## config.mk

```make
export PLATFORM = sky130hd
export DESIGN_NAME = rgb_brightness_rescale
export DESIGN_NICKNAME = d
export VERILOG_FILES = /design/src/rtl/core/rbr_pkg.sv /design/src/rtl/core/rbr_front.sv /design/src/rtl/core/rbr_divider.sv /design/src/rtl/core/rgb_brightness_rescale.sv
export SDC_FILE = /design/constraint.sdc
export NUM_CORES = 2
export LEC_CHECK = 0
export BUFFER_PORTS_ARGS = -buffer_cell sky130_fd_sc_hd__buf_2
export CAP_MARGIN = 20
export CORE_ASPECT_RATIO = 0.5
export CORE_UTILIZATION = 55
export DETAILED_ROUTE_END_ITERATION = 12
export GPL_TIMING_DRIVEN = 0
export PLACE_DENSITY_LB_ADDON = 0.25
export SYNTH_ARGS = -nofsm -noshare
export SYNTH_HDL_FRONTEND = slang
export SYNTH_SLANG_ARGS = --single-unit
```

## constraint.sdc

```tcl
create_clock -name clock -period 9.5 [get_ports clock]
set_clock_uncertainty 0.15 [all_clocks]
set_input_delay 2.375 -clock clock [delete_from_list [all_inputs] [get_ports clock]]
set_output_delay 2.375 -clock clock [all_outputs]
set_load 0.02 [all_outputs]
```

## src/rtl/core/rbr_pkg.sv

```systemverilog
// Shared constants for the RGB brightness rescale pipeline.
package rbr_pkg;

   localparam int PCT_BITS = 7;

   localparam logic [PCT_BITS-1:0] PCT_MIN = 7'd1;
   localparam logic [PCT_BITS-1:0] PCT_MAX = 7'd100;

   localparam int NUM_CHANNELS = 3;

endpackage

```

## src/rtl/core/rbr_front.sv

```systemverilog
// Front end: clamp, peak search, products and dividends for the three channels.
module rbr_front
   import rbr_pkg::*;
#(
   parameter int CHANNEL_BITS = 8
) (
   input  logic                                     clock,
   input  logic                                     reset,
   input  logic                                     in_valid,
   output logic                                     in_ready,
   input  logic [CHANNEL_BITS-1:0]                  in_red,
   input  logic [CHANNEL_BITS-1:0]                  in_green,
   input  logic [CHANNEL_BITS-1:0]                  in_blue,
   input  logic [PCT_BITS-1:0]                      in_level,
   output logic                                     out_valid,
   input  logic                                     out_ready,
   output logic [CHANNEL_BITS+PCT_BITS-1:0]         out_den,
   output logic [2*CHANNEL_BITS+PCT_BITS-1:0]       out_num [NUM_CHANNELS]
);

   localparam int CB = CHANNEL_BITS;
   localparam int MW = CHANNEL_BITS + PCT_BITS;
   localparam int NW = 2 * CHANNEL_BITS + PCT_BITS;

   // stage 1: clamped level, channels and peak
   logic                v1_ff;
   logic [CB-1:0]       chan1_ff [NUM_CHANNELS];
   logic [CB-1:0]       chan1_in [NUM_CHANNELS];
   logic [CB-1:0]       peak1_ff, peak1_in;
   logic [PCT_BITS-1:0] pct1_ff, pct1_in;
   // stage 2: channel times level, peak times full percent
   logic                v2_ff;
   logic [MW-1:0]       prod2_ff [NUM_CHANNELS];
   logic [MW-1:0]       prod2_in [NUM_CHANNELS];
   logic [MW-1:0]       den2_ff, den2_in;
   // stage 3: product times full scale
   logic                v3_ff;
   logic [NW-1:0]       num3_ff [NUM_CHANNELS];
   logic [NW-1:0]       num3_in [NUM_CHANNELS];
   logic [MW-1:0]       den3_ff;

   logic rdy1, rdy2, rdy3;
   logic [CB-1:0] hi_w, lo_w;

   assign rdy3     = !v3_ff || out_ready;
   assign rdy2     = !v2_ff || rdy3;
   assign rdy1     = !v1_ff || rdy2;
   assign in_ready = rdy1;

   always_comb begin
      hi_w = in_red;
      lo_w = in_red;
      if (in_green > hi_w) hi_w = in_green;
      if (in_blue > hi_w) hi_w = in_blue;
      if (in_green < lo_w) lo_w = in_green;
      if (in_blue < lo_w) lo_w = in_blue;

      if (in_level < PCT_MIN) begin
         pct1_in = PCT_MIN;
      end else if (in_level > PCT_MAX) begin
         pct1_in = PCT_MAX;
      end else begin
         pct1_in = in_level;
      end

      // a gray pixel scales like a channel equal to its peak: use one over one
      if (hi_w == lo_w) begin
         chan1_in[0] = CB'(1);
         chan1_in[1] = CB'(1);
         chan1_in[2] = CB'(1);
         peak1_in    = CB'(1);
      end else begin
         chan1_in[0] = in_red;
         chan1_in[1] = in_green;
         chan1_in[2] = in_blue;
         peak1_in    = hi_w;
      end
   end

   always_comb begin
      for (int ch = 0; ch < NUM_CHANNELS; ch++) begin
         prod2_in[ch] = MW'(chan1_ff[ch]) * MW'(pct1_ff);
         num3_in[ch]  = (NW'(prod2_ff[ch]) << CB) - NW'(prod2_ff[ch]);
      end
      den2_in = MW'(peak1_ff) * MW'(PCT_MAX);
   end

   always_ff @(posedge clock) begin
      if (reset) begin
         v1_ff <= 1'b0;
         v2_ff <= 1'b0;
         v3_ff <= 1'b0;
      end else begin
         if (rdy1) v1_ff <= in_valid;
         if (rdy2) v2_ff <= v1_ff;
         if (rdy3) v3_ff <= v2_ff;
      end
   end

   always_ff @(posedge clock) begin
      if (rdy1 && in_valid) begin
         chan1_ff <= chan1_in;
         peak1_ff <= peak1_in;
         pct1_ff  <= pct1_in;
      end
      if (rdy2 && v1_ff) begin
         prod2_ff <= prod2_in;
         den2_ff  <= den2_in;
      end
      if (rdy3 && v2_ff) begin
         num3_ff <= num3_in;
         den3_ff <= den2_ff;
      end
   end

   assign out_valid = v3_ff;
   assign out_den   = den3_ff;
   assign out_num   = num3_ff;

endmodule

```

## src/rtl/core/rbr_divider.sv

```systemverilog
// Pipelined restoring divider: one quotient bit per stage for three dividends.
module rbr_divider
   import rbr_pkg::*;
#(
   parameter int CHANNEL_BITS = 8
) (
   input  logic                                     clock,
   input  logic                                     reset,
   input  logic                                     in_valid,
   output logic                                     in_ready,
   input  logic [CHANNEL_BITS+PCT_BITS-1:0]         in_den,
   input  logic [2*CHANNEL_BITS+PCT_BITS-1:0]       in_num [NUM_CHANNELS],
   output logic                                     out_valid,
   input  logic                                     out_ready,
   output logic [CHANNEL_BITS-1:0]                  out_quo [NUM_CHANNELS]
);

   localparam int CB = CHANNEL_BITS;
   localparam int MW = CHANNEL_BITS + PCT_BITS;
   localparam int NW = 2 * CHANNEL_BITS + PCT_BITS;

   logic          valid_ff  [CB];
   logic          stg_ready [CB];
   logic [CB-1:0] quo_ff    [CB][NUM_CHANNELS];
   // the last stage keeps only the quotient
   logic [MW-1:0] den_ff    [CB-1];
   logic [NW-1:0] rem_ff    [CB-1][NUM_CHANNELS];

   for (genvar s = 0; s < CB; s++) begin : g_stage
      localparam int SHIFT = CB - 1 - s;

      logic          prev_valid;
      logic          next_ready;
      logic [MW-1:0] den_w;
      logic [NW-1:0] rem_w  [NUM_CHANNELS];
      logic [CB-1:0] quo_w  [NUM_CHANNELS];
      logic [NW:0]   diff_w [NUM_CHANNELS];
      logic          bit_w  [NUM_CHANNELS];
      logic [CB-1:0] quo_in [NUM_CHANNELS];

      if (s == 0) begin : g_first
         assign prev_valid = in_valid;
         assign den_w      = in_den;
         assign rem_w      = in_num;
         assign quo_w[0]   = '0;
         assign quo_w[1]   = '0;
         assign quo_w[2]   = '0;
      end else begin : g_mid
         assign prev_valid = valid_ff[s-1];
         assign den_w      = den_ff[s-1];
         assign rem_w      = rem_ff[s-1];
         assign quo_w      = quo_ff[s-1];
      end

      if (s == CB - 1) begin : g_tail
         assign next_ready = out_ready;
      end else begin : g_link
         assign next_ready = stg_ready[s+1];
      end

      assign stg_ready[s] = !valid_ff[s] || next_ready;

      always_comb begin
         for (int ch = 0; ch < NUM_CHANNELS; ch++) begin
            diff_w[ch] = {1'b0, rem_w[ch]} - {1'b0, NW'(den_w) << SHIFT};
            bit_w[ch]  = !diff_w[ch][NW];
            quo_in[ch] = {quo_w[ch][CB-2:0], bit_w[ch]};
         end
      end

      always_ff @(posedge clock) begin
         if (reset) begin
            valid_ff[s] <= 1'b0;
         end else if (stg_ready[s]) begin
            valid_ff[s] <= prev_valid;
         end
      end

      always_ff @(posedge clock) begin
         if (stg_ready[s] && prev_valid) begin
            quo_ff[s] <= quo_in;
         end
      end

      if (s < CB - 1) begin : g_keep
         logic [NW-1:0] rem_in [NUM_CHANNELS];

         always_comb begin
            for (int ch = 0; ch < NUM_CHANNELS; ch++) begin
               // restore: keep the old remainder when the trial goes negative
               rem_in[ch] = bit_w[ch] ? diff_w[ch][NW-1:0] : rem_w[ch];
            end
         end

         always_ff @(posedge clock) begin
            if (stg_ready[s] && prev_valid) begin
               rem_ff[s] <= rem_in;
               den_ff[s] <= den_w;
            end
         end
      end
   end

   assign in_ready  = stg_ready[0];
   assign out_valid = valid_ff[CB-1];
   assign out_quo   = quo_ff[CB-1];

endmodule

```

## src/rtl/core/rgb_brightness_rescale.sv

```systemverilog
// Top level: HSV value brightness rescale of one RGB pixel per clock unless stalled.
//
//  channel | ports                                           | transfer when
//  --------+-------------------------------------------------+----------------------
//  request | req_red_in req_green_in req_blue_in             | req_valid && !req_stall
//          | req_level_percent                               |
//  response| rsp_red_out rsp_green_out rsp_blue_out          | rsp_valid && !rsp_stall
//
// One pixel enters per clock while req_stall is low and passes through three
// front stages (clamp and peak, products, dividends) and one divider stage per
// quotient bit. Each stage holds only while its successor is full and stalled,
// so empty stages fill up under rsp_stall. Synchronous reset clears the valid
// bits only; there is no state between pixels.
module rgb_brightness_rescale
   import rbr_pkg::*;
#(
   parameter int CHANNEL_BITS = 8
) (
   input  logic                    clock,
   input  logic                    reset,
   input  logic                    req_valid,
   output logic                    req_stall,
   input  logic [CHANNEL_BITS-1:0] req_red_in,
   input  logic [CHANNEL_BITS-1:0] req_green_in,
   input  logic [CHANNEL_BITS-1:0] req_blue_in,
   input  logic [PCT_BITS-1:0]     req_level_percent,
   output logic                    rsp_valid,
   input  logic                    rsp_stall,
   output logic [CHANNEL_BITS-1:0] rsp_red_out,
   output logic [CHANNEL_BITS-1:0] rsp_green_out,
   output logic [CHANNEL_BITS-1:0] rsp_blue_out
);

   localparam int MW = CHANNEL_BITS + PCT_BITS;
   localparam int NW = 2 * CHANNEL_BITS + PCT_BITS;

   logic                    req_ready;
   logic                    mid_valid;
   logic                    mid_ready;
   logic [MW-1:0]           mid_den;
   logic [NW-1:0]           mid_num [NUM_CHANNELS];
   logic [CHANNEL_BITS-1:0] quo     [NUM_CHANNELS];

   rbr_front #(
      .CHANNEL_BITS(CHANNEL_BITS)
   ) u_front (
      .clock     (clock),
      .reset     (reset),
      .in_valid  (req_valid),
      .in_ready  (req_ready),
      .in_red    (req_red_in),
      .in_green  (req_green_in),
      .in_blue   (req_blue_in),
      .in_level  (req_level_percent),
      .out_valid (mid_valid),
      .out_ready (mid_ready),
      .out_den   (mid_den),
      .out_num   (mid_num)
   );

   rbr_divider #(
      .CHANNEL_BITS(CHANNEL_BITS)
   ) u_divider (
      .clock     (clock),
      .reset     (reset),
      .in_valid  (mid_valid),
      .in_ready  (mid_ready),
      .in_den    (mid_den),
      .in_num    (mid_num),
      .out_valid (rsp_valid),
      .out_ready (!rsp_stall),
      .out_quo   (quo)
   );

   assign req_stall     = !req_ready;
   assign rsp_red_out   = quo[0];
   assign rsp_green_out = quo[1];
   assign rsp_blue_out  = quo[2];

endmodule
```

# ---- After elaboration in Yosys (flattened, before gate mapping)
# Memory sizes are Yosys's and may differ from the RTL's.
# Index checks and enable logic that the tools add are counted.
dict set report classes {
  n_lt_le_gt_ge 6
  n_bitwise 8
  div_mod_pow 0
  n_reduce_logical 60
  n_shift 0
  add_sub_neg 27
  mux 76
  n_mul 4
  n_eq_ne 1
}
# cell n
set ops {}
lappend ops {{23-bit 2-to-1 mux} 21}
lappend ops {{23-bit by 15-bit subtractor with 24-bit output} 3}
lappend ops {{23-bit by 16-bit subtractor with 24-bit output} 3}
lappend ops {{23-bit by 17-bit subtractor with 24-bit output} 3}
lappend ops {{23-bit by 18-bit subtractor with 24-bit output} 3}
lappend ops {{23-bit by 19-bit subtractor with 24-bit output} 3}
lappend ops {{23-bit by 20-bit subtractor with 24-bit output} 3}
lappend ops {{23-bit by 21-bit subtractor with 24-bit output} 3}
lappend ops {{23-bit by 22-bit subtractor with 24-bit output} 3}
lappend ops {{23-bit by 15-bit subtractor with 23-bit output} 3}
lappend ops {{1-bit 2-to-1 mux} 50}
lappend ops {{8-bit by 7-bit multiplier with 15-bit output} 3}
lappend ops {{1-bit logical NOT} 37}
lappend ops {{8-bit 2-to-1 mux} 4}
lappend ops {{8-bit > comparator} 2}
lappend ops {{8-bit < comparator} 2}
lappend ops {{8-bit by 5-bit multiplier with 13-bit output (second input constant)} 1}
lappend ops {{1-bit logical AND} 11}
lappend ops {{1-bit logical OR} 11}
lappend ops {{8-bit equality test} 1}
lappend ops {{1-bit OR} 8}
lappend ops {{7-bit > comparator (second input constant)} 1}
lappend ops {{7-bit by 1-bit < comparator with 1-bit output (second input constant)} 1}
lappend ops {{7-bit 2-to-1 mux} 1}
lappend ops {{2-bit OR reduction} 1}
dict set report totals {
  memories 4
  ramBits 788
  latchBits 0
  ff_bits 182
  input_bits 35
  rom_bits 0
}
# memory depth width rd rd_clocked_by_memory_dff write_ports line
set memory_table {}
lappend memory_table {u_divider.rem_ff 7 69 7 0 7 rbr_divider.sv:27} ;# logic [NW-1:0] rem_ff [CB-1][NUM_CHANNELS];
lappend memory_table {u_divider.quo_ff 8 24 8 0 8 rbr_divider.sv:24} ;# logic [CB-1:0] quo_ff [CB][NUM_CHANNELS];
lappend memory_table {u_divider.den_ff 7 15 7 0 7 rbr_divider.sv:26} ;# logic [MW-1:0] den_ff [CB-1];
lappend memory_table {u_divider.valid_ff 8 1 8 0 8 rbr_divider.sv:22} ;# logic valid_ff [CB];

# ---- Logic depth before layout (Yosys ltp)
# An unclocked memory read counts as a cell.
dict set report logic_depth {
  word_depth 14
  ltp_mapped 21
  depth_no_buf 19
}

# ---- Hierarchy
# A second synthesis with hierarchy kept.
dict set report unflattened {
  cells_unflattened 5140
  area_unflattened_um2 56730.7
}
# module area_each_um2 n_inst seq_area_each_um2 cells_each
set modules_own_cells {}
lappend modules_own_cells {rbr_divider 42025.3 1 21140.3 3774}
lappend modules_own_cells {rbr_front 14697.8 1 5435.2 1364}
lappend modules_own_cells {rgb_brightness_rescale 7.5 1 0.0 2}

# ---- Least setup slack after synthesis
# No wires, ideal clock.
dict set report synth_path {
  path_kind {input to register}
  start {input rsp_stall}
  end {memory u_divider.den_ff[4][10] (netlist name), enable pin}
  stages 3
  setup_slack_ns -0.524
  arrival_ns 9.192
  path_buffers 0
  path_cell_list {nand3_1 nor2_1 a21boi_0}
}
# element line
set synth_lines {}
lappend synth_lines {{start: declaration} rgb_brightness_rescale.sv:28} ;# input logic rsp_stall,
lappend synth_lines {{end: declaration} rbr_divider.sv:26}

# ---- Worst setup path after layout
dict set report layout_path {
  start {input rsp_stall}
  end {output req_stall}
}
dict set report layout_between {
  elab_chain_len 13
}
# element line
set layout_lines {}
lappend layout_lines {{1-bit logical NOT} rgb_brightness_rescale.sv:71} ;# .out_ready (!rsp_stall),
lappend layout_lines {{1-bit logical OR (8 in series)} rbr_divider.sv:61} ;# assign stg_ready[s] = !valid_ff[s] || next_ready;
lappend layout_lines {{1-bit logical OR} rbr_front.sv:45} ;# assign rdy3 = !v3_ff || out_ready;
lappend layout_lines {{1-bit logical OR} rbr_front.sv:46} ;# assign rdy2 = !v2_ff || rdy3;
lappend layout_lines {{1-bit logical OR} rbr_front.sv:47} ;# assign rdy1 = !v1_ff || rdy2;
lappend layout_lines {{1-bit logical NOT} rgb_brightness_rescale.sv:75} ;# assign req_stall = !req_ready;
lappend layout_lines {{end: declaration} rgb_brightness_rescale.sv:22} ;# output logic req_stall,
# No other way between the ends.

==> impl_metrics.env <==
export IMPL_core_area_um2=91100
export IMPL_path_buf_inv=3
export IMPL_finalHoldViolCount=0
export IMPL_ctsRootBufferMaster="clkbuf_16"
export IMPL_fin_cells=6006
export IMPL_power_density_nw_per_um2=183
export IMPL_die_h_um=217
export IMPL_syn_nets=5172
export IMPL_clockBufferDepth=3
export IMPL_initial_core_util_pct=55.8
export IMPL_start_kind="input pin"
export IMPL_cts_tree="yes"
export IMPL_critical_path_top_delay_family="simple AND/OR/NAND/NOR gates"
export IMPL_synth_seq_area_share_pct=48.6
export IMPL_grt_max_degree=74
export IMPL_relSlewSlack_pct=26.2
export IMPL_wirelength_mm=109
export IMPL_netlist_area_um2=50900
export IMPL_endpoint_kind="output port"
export IMPL_hold_buffers=0
export IMPL_worstPathMaxFanout=6
export IMPL_cts_resized=0
export IMPL_irDropWorstVdd_uv=116
export IMPL_leakage_uw=0.0221
export IMPL_htreeDepth=3
export IMPL_fmax_ghz=0.137
export IMPL_num_rows=78
export IMPL_antenna_found_initial=1
export IMPL_final_nets=5330
export IMPL_final_max_slew_viol_count=0
export IMPL_setup_viol=0
export IMPL_n_antenna_cell=0
export IMPL_arrival_ns=4.80
export IMPL_worstMarginPinSlew_ns=1.10
export IMPL_routabilityCongestion=0.918
export IMPL_status="completed"
export IMPL_path_clk_slew_ns=0.07
export IMPL_first_pass_iters=6
export IMPL_dr_total_vias=33400
export IMPL_grt_ovfl_total=0
export IMPL_dieWidth_um=432
export IMPL_yosysTopAreaCell="edfxtp_1"
export IMPL_yosys_warnings=0
export IMPL_clkLatencyLatePin_ns=0.67
export IMPL_portBuffers=60
export IMPL_synth_edf_count=821
export IMPL_avgSynthCellArea_um2=11.2
export IMPL_drv_cap=0
export IMPL_critical_path_class="in -> out"
export IMPL_cts_setup_buffers=0
export IMPL_fin_crit_ns=7.32
export IMPL_clock_sinks=824
export IMPL_final_core_util_pct=61.1
export IMPL_crit_chain="buf_2 > nand3_1 > nor2_1 > and3_1 > nand3_1 > nor2_1 > nand4_1 > inv_1 > buf_2"
export IMPL_fin_crit_sh_pct=77.1
export IMPL_ys_ff_latch=824
export IMPL_drt_iter0_markers=2207
export IMPL_power_uw=10200
export IMPL_wl_per_cell_um=18.2
export IMPL_tns_ns=0
export IMPL_dp_hpwl_mm=86.6
export IMPL_holdPathStages=0
export IMPL_synth_top_area_share_pct=48.5
export IMPL_synth_distinct_cells=99
export IMPL_grt_total_usage_pct=23.5
export IMPL_grt_pass1_vias=33300
export IMPL_crit_cells=9
export IMPL_drive_gt1_share_pct=7.11
export IMPL_syn2layout_area_growth_pct=9.42
export IMPL_synth_area_leaders="edfxtp_1 (48%), ha_1 (12%), fa_1 (4.4%), xnor2_1 (3.3%), inv_1 (3.1%)"
export IMPL_cp_required_ns=6.98
export IMPL_hold_ws_ns=0.260
export IMPL_ff2ff_path_depth=18
export IMPL_synth_ff_type="edfxtp_1"
export IMPL_rsz0062_at_grt="false"
export IMPL_grt_pass1_wl_mm=174
export IMPL_ant_nets=0
export IMPL_io_pins=61
export IMPL_cpPeakStageDelay_ns=0.66
export IMPL_viasPerCell=5.56
export IMPL_dp_cells=5864
export IMPL_cts_buffers=78
export IMPL_hold_path_class="reg -> reg"
export IMPL_slowest_stage="nor2_1"
export IMPL_syn_instance_count=4546
export IMPL_dieArea_um2=93700
export IMPL_drcViolationCount=0
export IMPL_async_flop_share_pct=0
-- path summary, 6_finish.rpt --
check             slack, ns                         startpoint                                end
hold reg to reg        0.26  u_divider.quo_ff[1][37]$_DFFE_PP_  u_divider.quo_ff[1][62]$_DFFE_PP_
hold / removal         0.26  u_divider.quo_ff[1][37]$_DFFE_PP_  u_divider.quo_ff[1][62]$_DFFE_PP_
setup / recovery       2.18                          rsp_stall                          req_stall
setup reg to reg       3.82   u_front.pct1_ff[6]$_SDFFCE_PP0P_     u_front.prod2_ff[44]$_DFFE_PP_
-- sequential cells by signal, summed over array words and instances (netlist names), 13 cells and up --
register / cells
u_divider.den_ff: 91
u_front.out_den: 13
u_front.out_num: 63
u_front.den2_ff: 13
u_divider.rem_ff: 441
u_front.prod2_ff: 45
u_divider.quo_ff: 108
u_front.chan1_ff: 24
-- cells in the mapped netlist, drive strengths merged, types with 14 or more instances --
cell type,n
edfxtp,821
ha,480
inv,424
nand2,400
nor2,325
o21ai,265
a21oi,249
xnor2,190
and2,124
nor3,115
xor2,114
fa,111
a21o,90
nor2b,69
nand2b,68
clkbuf,59
a21boi,57
nand3,55
o31ai,53
mux2,52
o21a,47
a31oi,26
mux2i,26
o21bai,25
or3,25
nor4,23
a211oi,16
and3,16
a31o,15
o211ai,14
or4,14
-- logic make-up after synthesis --
family / after synthesis / synth area share (%)
buf+inv: 494 / 3.72
xor+xnor: 304 / 5.24
compound gates: 970 / 12.3
simple gates: 1285 / 12.3
fa+ha+maj: 591 / 16.2
flops: 824 / 48.6
mux: 78 / 1.70
-- through the flow --
stage	area, um2	setup WS, ns
after global placement	52700	-1.58
after CTS	55600	2.16
after global routing	55600	1.95
final	55600	2.18
after floorplan	50900	0.223
after detailed placement	53200	2.16
-- layout make-up --
class                   instances  area, um2
well taps                    1240       1550
clock buffers                  96       2060
fillers                      7167      35400
flip-flops and latches        824      24700
plain buffers                  69        295
clock inverters                46        412
repair buffers                 78        678
multi-input cells            3228      24300
inverters                     425       1600
-- cells in the final DEF (no fill, tap or decap), types with 18 or more instances in the layout --
cell type and count:
edfxtp_1 821, ha_1 480, inv_1 423, nand2_1 398, nor2_1 323, o21ai_0 249
a21oi_1 248, xnor2_1 190, xor2_1 114, nor3_1 113, fa_1 111, and2_1 105
a21o_1 89, clkbuf_16 80, clkbuf_1 75, nand2b_1 66, nor2b_1 66, buf_2 62
nand3_1 55, o31ai_1 53, mux2_2 50, o21a_1 47, a21boi_0 42, o21bai_1 25
or3_1 25, mux2i_1 24, a31oi_1 23, and2_4 19, nor4_1 18
-- power by group --
group,leakage (uW),internal [uW],total [uW],switching [uW]
clock network,0.00118,1710,3070,1360
logic,0.0135,1170,2620,1440
registers,0.00740,4360,4520,166
total,0.0221,7240,10200,2970
-- per-layer routing --
layer	vias up	global-route usage, %	routed length (um)
li1	16700	-	-
met1	15800	30.4	48900
met2	724	40.1	51900
met3	222	3.41	3880
met4	0	9.09	4540
met5	-	0	0
(Power assumes the default switching activity.)
